File: config.mk
export PLATFORM = sky130hd
export DESIGN_NAME = static_linked_list_engine_unit_flat
export DESIGN_NICKNAME = d
export VERILOG_FILES = /design/src/sll_pkg.sv /design/src/sll_if.sv /design/src/sll_ram.sv /design/src/sll_link_store.sv /design/src/static_linked_list_engine_unit.sv /design/src/flat_wrapper.sv
export VERILOG_INCLUDE_DIRS = /design/src /design/src/src
export SDC_FILE = /design/constraint.sdc
export NUM_CORES = 1
export LEC_CHECK = 0
export BUFFER_PORTS_ARGS = -buffer_cell sky130_fd_sc_hd__buf_2
export CAP_MARGIN = 20
export CORE_MARGIN = 8
export CORE_UTILIZATION = 49
export DETAILED_ROUTE_END_ITERATION = 10
export HOLD_SLACK_MARGIN = 0.08
export PLACE_DENSITY_LB_ADDON = 0.15
export SYNTH_ARGS = -nofsm -noshare
export SYNTH_HDL_FRONTEND = slang
export SYNTH_SLANG_ARGS = --single-unit
File: constraint.sdc
create_clock -name clk -period 7.8 [get_ports clk]
set_input_delay 0.78 -clock clk [delete_from_list [all_inputs] [get_ports clk]]
set_output_delay 0.78 -clock clk [all_outputs]
set_load 0.05 [all_outputs]
File: src/static_linked_list_engine_unit_macros.svh
// ----------------------------------------------------------------------------
// static_linked_list_engine_unit_macros
// assertion macros used by the linked list engine unit
// ----------------------------------------------------------------------------
`ifndef STATIC_LINKED_LIST_ENGINE_UNIT_MACROS_SVH
`define STATIC_LINKED_LIST_ENGINE_UNIT_MACROS_SVH

// same-cycle implication under reset
`define SLL_ASSERT_IMP(name, clk, rst_n, ante, cons) \
	name: assert property (@(posedge clk) disable iff (!rst_n) (ante) |-> (cons)) \
		else $error("sll: same-cycle check failed");

// next-cycle implication under reset
`define SLL_ASSERT_NXT(name, clk, rst_n, ante, cons) \
	name: assert property (@(posedge clk) disable iff (!rst_n) (ante) |=> (cons)) \
		else $error("sll: next-cycle check failed");

`endif

File: src/sll_pkg.sv
// ----------------------------------------------------------------------------
// sll_pkg
// widths, codes and the link store request type of the linked list engine
// ----------------------------------------------------------------------------
package sll_pkg;

	localparam int REQ_W  = 2;
	localparam int POS_W  = 6;
	localparam int VAL_W  = 8;
	localparam int ST_W   = 2;
	localparam int CNT_W  = 6;
	localparam int LINK_W = 6;

	typedef enum logic [REQ_W-1:0] {
		REQ_INSERT   = 2'd0,
		REQ_DELETE   = 2'd1,
		REQ_TRAVERSE = 2'd2,
		REQ_NONE     = 2'd3
	} req_code_t;

	typedef enum logic [ST_W-1:0] {
		ST_OK    = 2'd0,
		ST_RANGE = 2'd1,
		ST_FULL  = 2'd2,
		ST_EMPTY = 2'd3
	} status_code_t;

	// one read and one write on the link store per cycle
	typedef struct packed {
		logic              rd_en;
		logic [LINK_W-1:0] rd_addr;
		logic              wr_en;
		logic [LINK_W-1:0] wr_addr;
		logic [LINK_W-1:0] wr_data;
	} link_req_t;

endpackage

File: src/sll_if.sv
// ----------------------------------------------------------------------------
// sll_if
// request and response channels of the linked list engine
// ----------------------------------------------------------------------------
interface sll_in_if;
	import sll_pkg::*;

	logic             valid;
	logic             ready;
	logic [REQ_W-1:0] req_type;
	logic [POS_W-1:0] position;
	logic [VAL_W-1:0] value;

	modport source (output valid, output req_type, output position, output value,
		input ready);
	modport sink (input valid, input req_type, input position, input value,
		output ready);
endinterface

interface sll_out_if;
	import sll_pkg::*;

	logic             valid;
	logic             ready;
	logic [ST_W-1:0]  status;
	logic [CNT_W-1:0] count;
	logic [VAL_W-1:0] item;
	logic             last;

	modport source (output valid, output status, output count, output item,
		output last, input ready);
	modport sink (input valid, input status, input count, input item,
		input last, output ready);
endinterface

File: src/sll_ram.sv
// ----------------------------------------------------------------------------
// sll_ram
// generic simple dual port ram, one write and one registered read per cycle
// ----------------------------------------------------------------------------
module sll_ram #(
	parameter int WIDTH = 8,
	parameter int DEPTH = 64
) (
	input  logic                     clk,
	input  logic                     we,
	input  logic [$clog2(DEPTH)-1:0] waddr,
	input  logic [WIDTH-1:0]         wdata,
	input  logic                     re,
	input  logic [$clog2(DEPTH)-1:0] raddr,
	output logic [WIDTH-1:0]         rdata
);

	logic [WIDTH-1:0] mem_q [DEPTH];
	logic [WIDTH-1:0] rdata_q;

	// write port and registered read port
	always_ff @(posedge clk) begin
		if (we) begin
			mem_q[waddr] <= wdata;
		end
		if (re) begin
			rdata_q <= mem_q[raddr];
		end
	end

	assign rdata = rdata_q;

endmodule

File: src/sll_link_store.sv
// ----------------------------------------------------------------------------
// sll_link_store
// next-link store: ram plus per-entry valid bits that stand in for the
// reset chain (entry i links to i+1, the list head links to 0)
// ----------------------------------------------------------------------------
module sll_link_store #(
	parameter int NODES = 64
) (
	input  logic                      clk,
	input  logic                      arst_n,
	input  sll_pkg::link_req_t        lreq,
	output logic [$clog2(NODES)-1:0]  rdata
);
	import sll_pkg::*;

	localparam int IW = $clog2(NODES);
	localparam logic [IW-1:0] HEAD = IW'(NODES - 1);

	logic [NODES-1:0] valid_q;
	logic             rd_valid_q;
	logic [IW-1:0]    rd_addr_q;
	logic [IW-1:0]    ram_rdata;

	sll_ram #(
		.WIDTH(IW),
		.DEPTH(NODES)
	) u_ram (
		.clk   (clk),
		.we    (lreq.wr_en),
		.waddr (lreq.wr_addr[IW-1:0]),
		.wdata (lreq.wr_data[IW-1:0]),
		.re    (lreq.rd_en),
		.raddr (lreq.rd_addr[IW-1:0]),
		.rdata (ram_rdata)
	);

	// valid bits and the read-side tag that picks ram or reset value
	always_ff @(posedge clk or negedge arst_n) begin
		if (!arst_n) begin
			valid_q    <= '0;
			rd_valid_q <= 1'b0;
			rd_addr_q  <= '0;
		end else begin
			if (lreq.wr_en) begin
				valid_q[lreq.wr_addr[IW-1:0]] <= 1'b1;
			end
			if (lreq.rd_en) begin
				rd_valid_q <= valid_q[lreq.rd_addr[IW-1:0]];
				rd_addr_q  <= lreq.rd_addr[IW-1:0];
			end
		end
	end

	// never-written entry reads as its reset link
	always_comb begin
		if (rd_valid_q) begin
			rdata = ram_rdata;
		end else if (rd_addr_q == HEAD) begin
			rdata = '0;
		end else begin
			rdata = IW'(rd_addr_q + 1'b1);
		end
	end

endmodule

File: src/static_linked_list_engine_unit.sv
// ----------------------------------------------------------------------------
// static_linked_list_engine_unit
// cursor-linked byte list with a free chain, run by a small sequencer over
// one link store port and one data store port
// ----------------------------------------------------------------------------
//  channel  dir  handshake      payload
//  req      in   valid/ready    req_type, position, value
//  rsp      out  valid/ready    status, count, item, last
//
//  insert and delete walk the list link by link up to the position; the walk
//  is one link store read per cycle, and that single read port sets the pace.
//  traverse gives one item per cycle while rsp is taken.
//  a rejected or unused request gets a single status response.
//  reset is immediate: link store valid bits clear at once, no clearing pass.
//  req is ready only while idle; a stalled rsp holds the sequencer in place.
// ----------------------------------------------------------------------------
`include "static_linked_list_engine_unit_macros.svh"

module static_linked_list_engine_unit #(
	parameter int NODES = 64
) (
	input  logic      clk,
	input  logic      arst_n,
	sll_in_if.sink    req,
	sll_out_if.source rsp
);
	import sll_pkg::*;

	localparam int IW = $clog2(NODES);
	localparam logic [IW-1:0]    HEAD    = IW'(NODES - 1);
	localparam logic [IW-1:0]    FREE_HD = '0;
	localparam logic [CNT_W-1:0] CAP     = CNT_W'(NODES - 2);

	typedef enum logic [3:0] {
		S_IDLE,
		S_CHECK,
		S_INS_FREE,
		S_INS_POP,
		S_WALK_RD,
		S_INS_LINK,
		S_DEL_V,
		S_DEL_F,
		S_DEL_PUSH,
		S_TRV_ADDR,
		S_TRV_OUT,
		S_RESP
	} state_t;

	state_t           state_q;
	req_code_t        req_q;
	logic [POS_W-1:0] pos_q;
	logic [VAL_W-1:0] val_q;
	logic [CNT_W-1:0] cnt_q;
	logic [CNT_W-1:0] steps_q;
	logic [IW-1:0]    cur_q;
	logic [IW-1:0]    aux_q;
	status_code_t     status_q;

	logic             out_valid_q;
	status_code_t     out_status_q;
	logic [CNT_W-1:0] out_count_q;
	logic [VAL_W-1:0] out_item_q;
	logic             out_last_q;

	link_req_t        lreq;
	logic [IW-1:0]    link_rdata;
	logic             d_we;
	logic             d_re;
	logic [IW-1:0]    d_waddr;
	logic [IW-1:0]    d_raddr;
	logic [VAL_W-1:0] d_rdata;

	logic             out_free;
	logic             out_load;
	logic             ins_range_bad;
	logic             del_range_bad;
	logic             store_full;
	logic             free_bad;

	// stores
	sll_link_store #(
		.NODES(NODES)
	) u_links (
		.clk    (clk),
		.arst_n (arst_n),
		.lreq   (lreq),
		.rdata  (link_rdata)
	);

	sll_ram #(
		.WIDTH(VAL_W),
		.DEPTH(NODES)
	) u_data (
		.clk   (clk),
		.we    (d_we),
		.waddr (d_waddr),
		.wdata (val_q),
		.re    (d_re),
		.raddr (d_raddr),
		.rdata (d_rdata)
	);

	// request checks
	assign out_free      = !out_valid_q || rsp.ready;
	assign out_load      = out_free && (state_q == S_TRV_OUT || state_q == S_RESP);
	assign ins_range_bad = (pos_q == '0) ||
		({1'b0, pos_q} > ({1'b0, cnt_q} + (CNT_W + 1)'(1)));
	assign del_range_bad = (pos_q == '0) || ({1'b0, pos_q} > {1'b0, cnt_q});
	assign store_full    = (cnt_q >= CAP);
	assign free_bad      = (link_rdata == FREE_HD) || (link_rdata == HEAD);

	assign req.ready  = (state_q == S_IDLE);
	assign rsp.valid  = out_valid_q;
	assign rsp.status = out_status_q;
	assign rsp.count  = out_count_q;
	assign rsp.item   = out_item_q;
	assign rsp.last   = out_last_q;

	// store port requests for each sequencer step
	always_comb begin
		lreq    = '0;
		d_we    = 1'b0;
		d_re    = 1'b0;
		d_waddr = link_rdata;
		d_raddr = link_rdata;
		case (state_q)
			S_CHECK: begin
				case (req_q)
					REQ_INSERT: begin
						if (!ins_range_bad && !store_full) begin
							lreq.rd_en   = 1'b1;
							lreq.rd_addr = LINK_W'(FREE_HD);
						end
					end
					REQ_DELETE: begin
						if (!del_range_bad) begin
							lreq.rd_en   = 1'b1;
							lreq.rd_addr = LINK_W'(HEAD);
						end
					end
					REQ_TRAVERSE: begin
						if (cnt_q != '0) begin
							lreq.rd_en   = 1'b1;
							lreq.rd_addr = LINK_W'(HEAD);
						end
					end
					default: begin
					end
				endcase
			end
			S_INS_FREE: begin
				if (!free_bad) begin
					lreq.rd_en   = 1'b1;
					lreq.rd_addr = LINK_W'(link_rdata);
					d_we         = 1'b1;
				end
			end
			S_INS_POP: begin
				lreq.wr_en   = 1'b1;
				lreq.wr_addr = LINK_W'(FREE_HD);
				lreq.wr_data = LINK_W'(link_rdata);
				lreq.rd_en   = 1'b1;
				lreq.rd_addr = LINK_W'(HEAD);
			end
			S_WALK_RD: begin
				if (steps_q == '0 && req_q == REQ_INSERT) begin
					lreq.wr_en   = 1'b1;
					lreq.wr_addr = LINK_W'(aux_q);
					lreq.wr_data = LINK_W'(link_rdata);
				end else begin
					lreq.rd_en   = 1'b1;
					lreq.rd_addr = LINK_W'(link_rdata);
				end
			end
			S_INS_LINK: begin
				lreq.wr_en   = 1'b1;
				lreq.wr_addr = LINK_W'(cur_q);
				lreq.wr_data = LINK_W'(aux_q);
			end
			S_DEL_V: begin
				lreq.wr_en   = 1'b1;
				lreq.wr_addr = LINK_W'(cur_q);
				lreq.wr_data = LINK_W'(link_rdata);
				lreq.rd_en   = 1'b1;
				lreq.rd_addr = LINK_W'(FREE_HD);
			end
			S_DEL_F: begin
				lreq.wr_en   = 1'b1;
				lreq.wr_addr = LINK_W'(aux_q);
				lreq.wr_data = LINK_W'(link_rdata);
			end
			S_DEL_PUSH: begin
				lreq.wr_en   = 1'b1;
				lreq.wr_addr = LINK_W'(FREE_HD);
				lreq.wr_data = LINK_W'(aux_q);
			end
			S_TRV_ADDR: begin
				lreq.rd_en   = 1'b1;
				lreq.rd_addr = LINK_W'(link_rdata);
				d_re         = 1'b1;
			end
			S_TRV_OUT: begin
				if (out_free && steps_q != CNT_W'(1)) begin
					lreq.rd_en   = 1'b1;
					lreq.rd_addr = LINK_W'(link_rdata);
					d_re         = 1'b1;
				end
			end
			default: begin
			end
		endcase
	end

	// sequencer and output register
	always_ff @(posedge clk or negedge arst_n) begin
		if (!arst_n) begin
			state_q      <= S_IDLE;
			req_q        <= REQ_NONE;
			pos_q        <= '0;
			val_q        <= '0;
			cnt_q        <= '0;
			steps_q      <= '0;
			cur_q        <= '0;
			aux_q        <= '0;
			status_q     <= ST_OK;
			out_valid_q  <= 1'b0;
			out_status_q <= ST_OK;
			out_count_q  <= '0;
			out_item_q   <= '0;
			out_last_q   <= 1'b0;
		end else begin
			if (out_load) begin
				out_valid_q <= 1'b1;
			end else if (rsp.ready) begin
				out_valid_q <= 1'b0;
			end
			case (state_q)
				S_IDLE: begin
					if (req.valid) begin
						req_q   <= req_code_t'(req.req_type);
						pos_q   <= req.position;
						val_q   <= req.value;
						state_q <= S_CHECK;
					end
				end
				S_CHECK: begin
					status_q <= ST_OK;
					state_q  <= S_RESP;
					case (req_q)
						REQ_INSERT: begin
							if (ins_range_bad) begin
								status_q <= ST_RANGE;
							end else if (store_full) begin
								status_q <= ST_FULL;
							end else begin
								state_q <= S_INS_FREE;
							end
						end
						REQ_DELETE: begin
							if (del_range_bad) begin
								status_q <= ST_RANGE;
							end else begin
								cur_q   <= HEAD;
								steps_q <= CNT_W'(pos_q - 1'b1);
								state_q <= S_WALK_RD;
							end
						end
						REQ_TRAVERSE: begin
							if (cnt_q == '0) begin
								status_q <= ST_EMPTY;
							end else begin
								steps_q <= cnt_q;
								state_q <= S_TRV_ADDR;
							end
						end
						default: begin
						end
					endcase
				end
				S_INS_FREE: begin
					if (free_bad) begin
						status_q <= ST_FULL;
						state_q  <= S_RESP;
					end else begin
						aux_q   <= link_rdata;
						state_q <= S_INS_POP;
					end
				end
				S_INS_POP: begin
					cur_q   <= HEAD;
					steps_q <= CNT_W'(pos_q - 1'b1);
					state_q <= S_WALK_RD;
				end
				S_WALK_RD: begin
					// link_rdata is the successor of cur_q
					if (steps_q != '0) begin
						cur_q   <= link_rdata;
						steps_q <= steps_q - 1'b1;
					end else if (req_q == REQ_INSERT) begin
						state_q <= S_INS_LINK;
					end else begin
						aux_q   <= link_rdata;
						state_q <= S_DEL_V;
					end
				end
				S_INS_LINK: begin
					cnt_q    <= cnt_q + 1'b1;
					status_q <= ST_OK;
					state_q  <= S_RESP;
				end
				S_DEL_V: begin
					state_q <= S_DEL_F;
				end
				S_DEL_F: begin
					state_q <= S_DEL_PUSH;
				end
				S_DEL_PUSH: begin
					cnt_q    <= cnt_q - 1'b1;
					status_q <= ST_OK;
					state_q  <= S_RESP;
				end
				S_TRV_ADDR: begin
					cur_q   <= link_rdata;
					state_q <= S_TRV_OUT;
				end
				S_TRV_OUT: begin
					if (out_free) begin
						out_status_q <= ST_OK;
						out_count_q  <= cnt_q;
						out_item_q   <= d_rdata;
						out_last_q   <= (steps_q == CNT_W'(1));
						if (steps_q == CNT_W'(1)) begin
							state_q <= S_IDLE;
						end else begin
							cur_q   <= link_rdata;
							steps_q <= steps_q - 1'b1;
						end
					end
				end
				S_RESP: begin
					if (out_free) begin
						out_status_q <= status_q;
						out_count_q  <= cnt_q;
						out_item_q   <= '0;
						out_last_q   <= 1'b1;
						state_q      <= S_IDLE;
					end
				end
				default: begin
					state_q <= S_IDLE;
				end
			endcase
		end
	end

	// checks
	`SLL_ASSERT_IMP(a_cnt_cap, clk, arst_n, 1'b1, cnt_q <= CAP)
	`SLL_ASSERT_IMP(a_walk_in_list, clk, arst_n, state_q == S_WALK_RD && steps_q != '0, link_rdata != FREE_HD && link_rdata != HEAD)
	`SLL_ASSERT_IMP(a_trv_node, clk, arst_n, state_q == S_TRV_OUT, cur_q != FREE_HD && cur_q != HEAD)
	`SLL_ASSERT_NXT(a_accept_busy, clk, arst_n, req.valid && req.ready, state_q == S_CHECK && !req.ready)

endmodule
File: src/flat_wrapper.sv
// flat-port wrapper written by rule: the top's interface ports become plain ports
module static_linked_list_engine_unit_flat import sll_pkg::*;
#(
	parameter int NODES = 64
)
  (clk, arst_n, req_valid, req_req_type, req_position, req_value, req_ready, rsp_valid, rsp_status, rsp_count, rsp_item, rsp_last, rsp_ready);
  sll_in_if req_i ();
  sll_out_if rsp_i ();
  input  logic clk;
  input  logic arst_n;
  input wire logic [$bits(req_i.valid)-1:0] req_valid;
  input wire logic [$bits(req_i.req_type)-1:0] req_req_type;
  input wire logic [$bits(req_i.position)-1:0] req_position;
  input wire logic [$bits(req_i.value)-1:0] req_value;
  output wire logic [$bits(req_i.ready)-1:0] req_ready;
  output wire logic [$bits(rsp_i.valid)-1:0] rsp_valid;
  output wire logic [$bits(rsp_i.status)-1:0] rsp_status;
  output wire logic [$bits(rsp_i.count)-1:0] rsp_count;
  output wire logic [$bits(rsp_i.item)-1:0] rsp_item;
  output wire logic [$bits(rsp_i.last)-1:0] rsp_last;
  input wire logic [$bits(rsp_i.ready)-1:0] rsp_ready;
  assign req_i.valid = req_valid;
  assign req_i.req_type = req_req_type;
  assign req_i.position = req_position;
  assign req_i.value = req_value;
  assign req_ready = req_i.ready;
  assign rsp_valid = rsp_i.valid;
  assign rsp_status = rsp_i.status;
  assign rsp_count = rsp_i.count;
  assign rsp_item = rsp_i.item;
  assign rsp_last = rsp_i.last;
  assign rsp_i.ready = rsp_ready;
  static_linked_list_engine_unit #(.NODES(NODES)) u_core (.clk(clk), .arst_n(arst_n), .req(req_i), .rsp(rsp_i));
endmodule
# Word level (Yosys, flattened, before mapping)
# Memory sizes are Yosys's and may differ from the RTL's. A register that Yosys moved wholly into a read port is not among the register bits.
# Cells that the tools add are included.
# Widths: inputs -> output; s select.
# op_classes
order_cmp	6
bitwise_logic	1
reduce_logical	38
n_addsub	6
multipliers	0
div	0
mux	73
eq_ne	32
shift	0
# ops
op	n
$mux 6	15
$pmux 13 s6	1
$or 64x64->64	1
$pmux 7 s7	1
$pmux 4 s11	1
$mux 7	6
$mux 4	9
$pmux 6 s2	3
$pmux 6 s5	1
$logic_not 6->1	4
$pmux 6 s4	1
$pmux 7 s3	1
$sub 6x1->6 const B	3
$eq 4x3->1 const B	4
$eq 4x4->1 const B	4
$mux 2	8
$mux 8	2
$ne 2x2->1 const B	8
$pmux 8 s2	1
$lt 6x7->1 const B	2
$mux 1	14
$mux 13	1
$add 6x1->6 const B	2
$eq 6x6->1 const B	2
other kinds (37)	61
# word_totals
mem_count	2
romBits	0
mem_bits_rw	896
register_bits	135
latch_bits	0
# memory_table
memory	depth	width	rd	rd_ports_with_merged_regs	write_ports	line_no	rtl
u_core.u_data.mem_q	64	8	1	1	1	sll_ram.sv:18	logic [WIDTH-1:0] mem_q [DEPTH];
u_core.u_links.u_ram.mem_q	64	6	1	1	1	sll_ram.sv:18	

# Logic depth before layout (Yosys ltp)
# logic_depth
depth_word	10
mapped_depth	18

# By module
# From an unflattened synthesis, not the netlist that was laid out.
# unflattened
cells_unflattened	2388
area_unflattened_um2	42884.9
# modules_own_cells
module	n_inst	area_per_inst_um2	cells_per_inst
sll_ram at u_core.u_data	1	20203.1	962
sll_ram at u_core.u_links.u_ram	1	15285.9	720
static_linked_list_engine_unit	1	4087.7	429
sll_link_store	1	3308.2	277

# Worst setup path before layout
# OpenSTA, ideal clock, no wires.
# synth_timing
kind	register -> register
startpoint	register u_core.u_links.rd_addr_q[0]
endpoint	memory u_core.u_links.u_ram.mem_q[0][0] in the netlist's numbering (data pin)
path_slack_ns	3.847
t_required_ns	7.434
synth_period_minus_slack_ns	3.953
path_stages_with_launch	10
path_buffers	4
t_arrival_ns	3.587
setup_time_ns	0.366
cell_sequence	dfrtp_1 ha_1 and3_1 a311o_1 nand2_1 clkbuf_1 clkbuf_1 clkbuf_1 buf_1 a22o_1
# synth_lines
element	line_no	rtl
start: declaration	sll_link_store.sv:21	logic [IW-1:0] rd_addr_q;
start signal: assignment	sll_link_store.sv:49	rd_addr_q <= lreq.rd_addr[IW-1:0];
end: declaration	sll_ram.sv:18	

# Worst setup path after layout
# layout_timing
startpoint	register u_core.u_links.rd_addr_q[0]
endpoint	register u_core.u_links.u_ram.rdata_q[2], in the netlist u_core.u_links.u_ram.rdata[2] (read register of u_core.u_links.u_ram.mem_q) (data pin)
# layout_via
elab_chain_cells	7
# layout_lines
element	line_no	rtl
$add 6x1->6 or $eq 6x6->1 (tied branches)	sll_link_store.sv:61, sll_link_store.sv:58	
$mux 6 (*)	sll_link_store.sv:58	end else if (rd_addr_q == HEAD) begin
$mux 6 (*)	sll_link_store.sv:56	if (rd_valid_q) begin
$eq 6x6->1 or $logic_not 6->1 (tied branches)	static_linked_list_engine_unit.sv:110	assign free_bad = (link_rdata == FREE_HD) || (link_rdata == HEAD);
$logic_or 1x1->1	static_linked_list_engine_unit.sv:110	
$mux 7	static_linked_list_engine_unit.sv:152	if (!free_bad) begin
$pmux 7 s7 (*)	static_linked_list_engine_unit.sv:126	case (state_q)
end: declaration	sll_ram.sv:19	logic [WIDTH-1:0] rdata_q;
# Every way passes the cells marked *; elsewhere a longest branch is shown, timed or not.
# A chain may end at the register's enable or synchronous reset.

==> summary.txt <==
status = completed
min Tclk post-route = 5700 ps
Area Growth Syn to Fin = 11.9%
Async SR Flop Fraction = 12.9%
die width = 312 um
CP Class = reg2reg
CP peak stage delay = 980 ps
worst slew pin tran = 1220 ps
worst path arrival time = 6210 ps
RSZ-0062 raised after global routing = false
crit start category = flip-flop
post-synthesis cell type count = 73
CP max-delay cell = a311oi_4
Die H = 312 um
Vias/cell = 6.07
Boundary Pins = 39
Worst Setup End Kind = flip-flop
PortBufs = 38
wire length per cell = 26.0 um
drt drc = 0
TritonCTS buffer count = 106
Avg Cell Area, Syn = 13.0 um^2
fmax = 176 MHz
Syn Inst Count = 3293
post-synth top area share = 63.7%
crit-path cells = ha_1, xor2_1, o21ai_4, buf_4, a211o_1, o32a_1, a311oi_4, buf_12, buf_12, mux2i_1, a221oi_1, nor4_1, o21ai_1, o211ai_1
die footprint = 97300 um^2
# Post-CTS Setup Buffers = 0
Starting Density = 49.5%
row count = 108
most area-consuming cells after synthesis = edfxtp_1 (64%), dfrtp_1 (7.8%), nand2_1 (5.8%)
pre-CTS setup slack = 2170 ps
global-route wire length before repair = 176000 um
number of global-route vias before repair = 27200
Post-Syn Area = 42900 um^2
vias post-DR = 27800
FF+latch count, synth = 1045
gr ovfl total = 0
CTS Hold Bufs = 0
Starting DRT DRC Count = 3168
Clock Tree Buf Depth = 3
nets = 3383
total iterations of the first detailed-routing run = 6
ys flop type = edfxtp_1
post-synth top area cell = edfxtp_1
number of synthesized flops with an enable pin = 910
largest net degree at the start of global routing = 89
WL final = 119000 um
DP HPWL = 74200 um
layout cell share with drive strength beyond 1 = 11.4%
final setup margin = 2100 ps
HP Class = in2async
cts repair resizes = 0
max-slew violations = 0
most frequent cell after synthesis = edfxtp_1
Final setup violation count = 0
H-tree depth = 3
CP max FO = 64
fin crit share = 73.0%
Seq/Total Area, Yosys = 71.6%
reg2reg path depth = 14
initial antenna violation count = 4
CTS Sinks = 1045
YS warnings = 0
CTS tree = done
Worst-Skew Late Latency = 690 ps
GRT Util Overall = 23.8%
Final Hold Viols = 0
core outline area = 86800 um^2
commonest cells in the synthesized netlist = edfxtp_1 (910), nand2_1 (667), a21oi_1 (228), nor2_1 (228), nand3_1 (190)
antenna-violating nets left = 0
clock slew seen by the registers of the worst setup and hold paths = 60 ps
skew final = 32.1 ps
Most Frequent Cell on Critical Path = buf_12
Critical Path RT = 8310 ps
Final TNS setup = 0 ps
Slew headroom = 18.9%
Final GP Congestion = 0.865
Max Cap Violations = 0
FILL cells = 7172
clock root cell = clkbuf_16
cell families after synthesis:
kind of cell / count (synthesis) / synth area share (%)
buffers and inverters: 199 / 2.12
multiplexers: 127 / 3.30
AND/OR/NAND/NOR: 1280 / 12.9
flip-flops: 1045 / 71.6
AO/OA/AOI/OAI: 598 / 8.99
other: 1 / 0.00874
XOR/XNOR: 19 / 0.388
adder cells (fa/ha/maj): 24 / 0.717
sequential cells by signal, indices dropped and copies added (netlist names), 8 cells and up:
signal                      cells
u_core.val_q                    8
u_core.u_data.mem_q           512
u_core.u_data.rdata             8
u_core.u_links.u_ram.mem_q    384
u_core.u_links.valid_q         64
u_core.rsp.item                 8
layout by cell type (no fill, tap or decap), types with 7 or more instances in the layout:
cell type / netlist / layout
edfxtp_1: 910 / 910
nand2_1: 667 / 666
nor2_1: 228 / 228
a21oi_1: 228 / 228
nand3_1: 190 / 190
dfrtp_1: 133 / 125
clkbuf_16: 0 / 110
mux2i_1: 98 / 97
o21ai_0: 73 / 69
or2_2: 69 / 69
buf_4: 6 / 61
a221oi_1: 46 / 45
and3_1: 39 / 39
a31oi_1: 38 / 37
buf_2: 33 / 37
o22ai_1: 34 / 34
a22oi_1: 27 / 27
a22o_1: 33 / 27
ha_1: 23 / 23
clkinv_1: 0 / 22
a211oi_1: 21 / 21
clkbuf_1: 92 / 21
inv_1: 20 / 20
mux2_2: 20 / 20
nor3_1: 23 / 20
nor4_1: 20 / 20
clkinv_2: 0 / 16
conb_1: 1 / 16
xnor2_1: 14 / 14
bufinv_16: 0 / 14
a2111oi_0: 13 / 13
nand2b_1: 12 / 12
o221ai_1: 10 / 10
nand4_1: 9 / 9
dfrtp_2: 0 / 8
and2_1: 8 / 7
mux4_2: 7 / 7
layer usage:
layer | vias to the layer above | share of wire [%] | track usage (%)
met5 | - | 0.029 | 0
met4 | 6 | 3.9 | 9.52
met3 | 255 | 8.0 | 4.34
met2 | 1354 | 48 | 38.7
met1 | 13900 | 40 | 31.8
li1 | 12300 | - | -
metrics by stage:
stage | instances | hold slack (ps) | utilization (%) | area [um^2]
after detailed placement | 4384 | 452 | 51.2 | 44400
after global routing | 4583 | 251 | 55.3 | 48000
after floorplan | 3308 | 434 | - | 43000
after CTS | 4581 | 202 | 55.3 | 48000
final | 4584 | 189 | 55.3 | 48000
after global placement | 4384 | 444 | 51.2 | 44400
layout make-up:
type	instances	area, um^2	share of cell area [%]
clock buffer	131	2830	5.90
inverter	20	75.1	0.156
multi-input combinational	2064	11500	23.9
clock inverter	66	732	1.53
sequential	1045	30700	64.0
antenna	1	2.50	0.00521
timing repair buffer	102	714	1.49
tap	1155	1450	3.01
path summary, 6_finish.rpt:
kind / endpoint / start / slack (ps)
worst max-delay path: u_core.u_links.u_ram.rdata[2]$_DFFE_PP_ / u_core.u_links.rd_addr_q[0]$_DFFE_PN0P_ / 2100
worst min-delay path: u_core.cnt_q[3]$_DFFE_PN0P_ / arst_n / 190
worst max register to register: u_core.u_links.u_ram.rdata[2]$_DFFE_PP_ / u_core.u_links.rd_addr_q[0]$_DFFE_PN0P_ / 2100
worst min register to register: u_core.u_links.valid_q[50]$_DFFE_PN0P_ / u_core.u_links.valid_q[50]$_DFFE_PN0P_ / 470
max in group asynchronous: u_core.u_links.valid_q[59]$_DFFE_PN0P_ / arst_n / 6390
min in group clk: u_core.val_q[7]$_DFFE_PN0P_ / req_value[7] / 330
worst max-delay path, delay by kind of cell, from the launching register on:
kind | cells | cell delay, ps
flip-flops | 1 | 450
adder cells (fa/ha/maj) | 1 | 280
buffers and inverters | 3 | 970
XOR/XNOR | 1 | 420
AND/OR/NAND/NOR | 1 | 760
multiplexers | 1 | 270
AO/OA/AOI/OAI | 7 | 2260
Power is not shown: default switching activity piles up to over one toggle a cycle in this logic, so the estimate is an artifact.
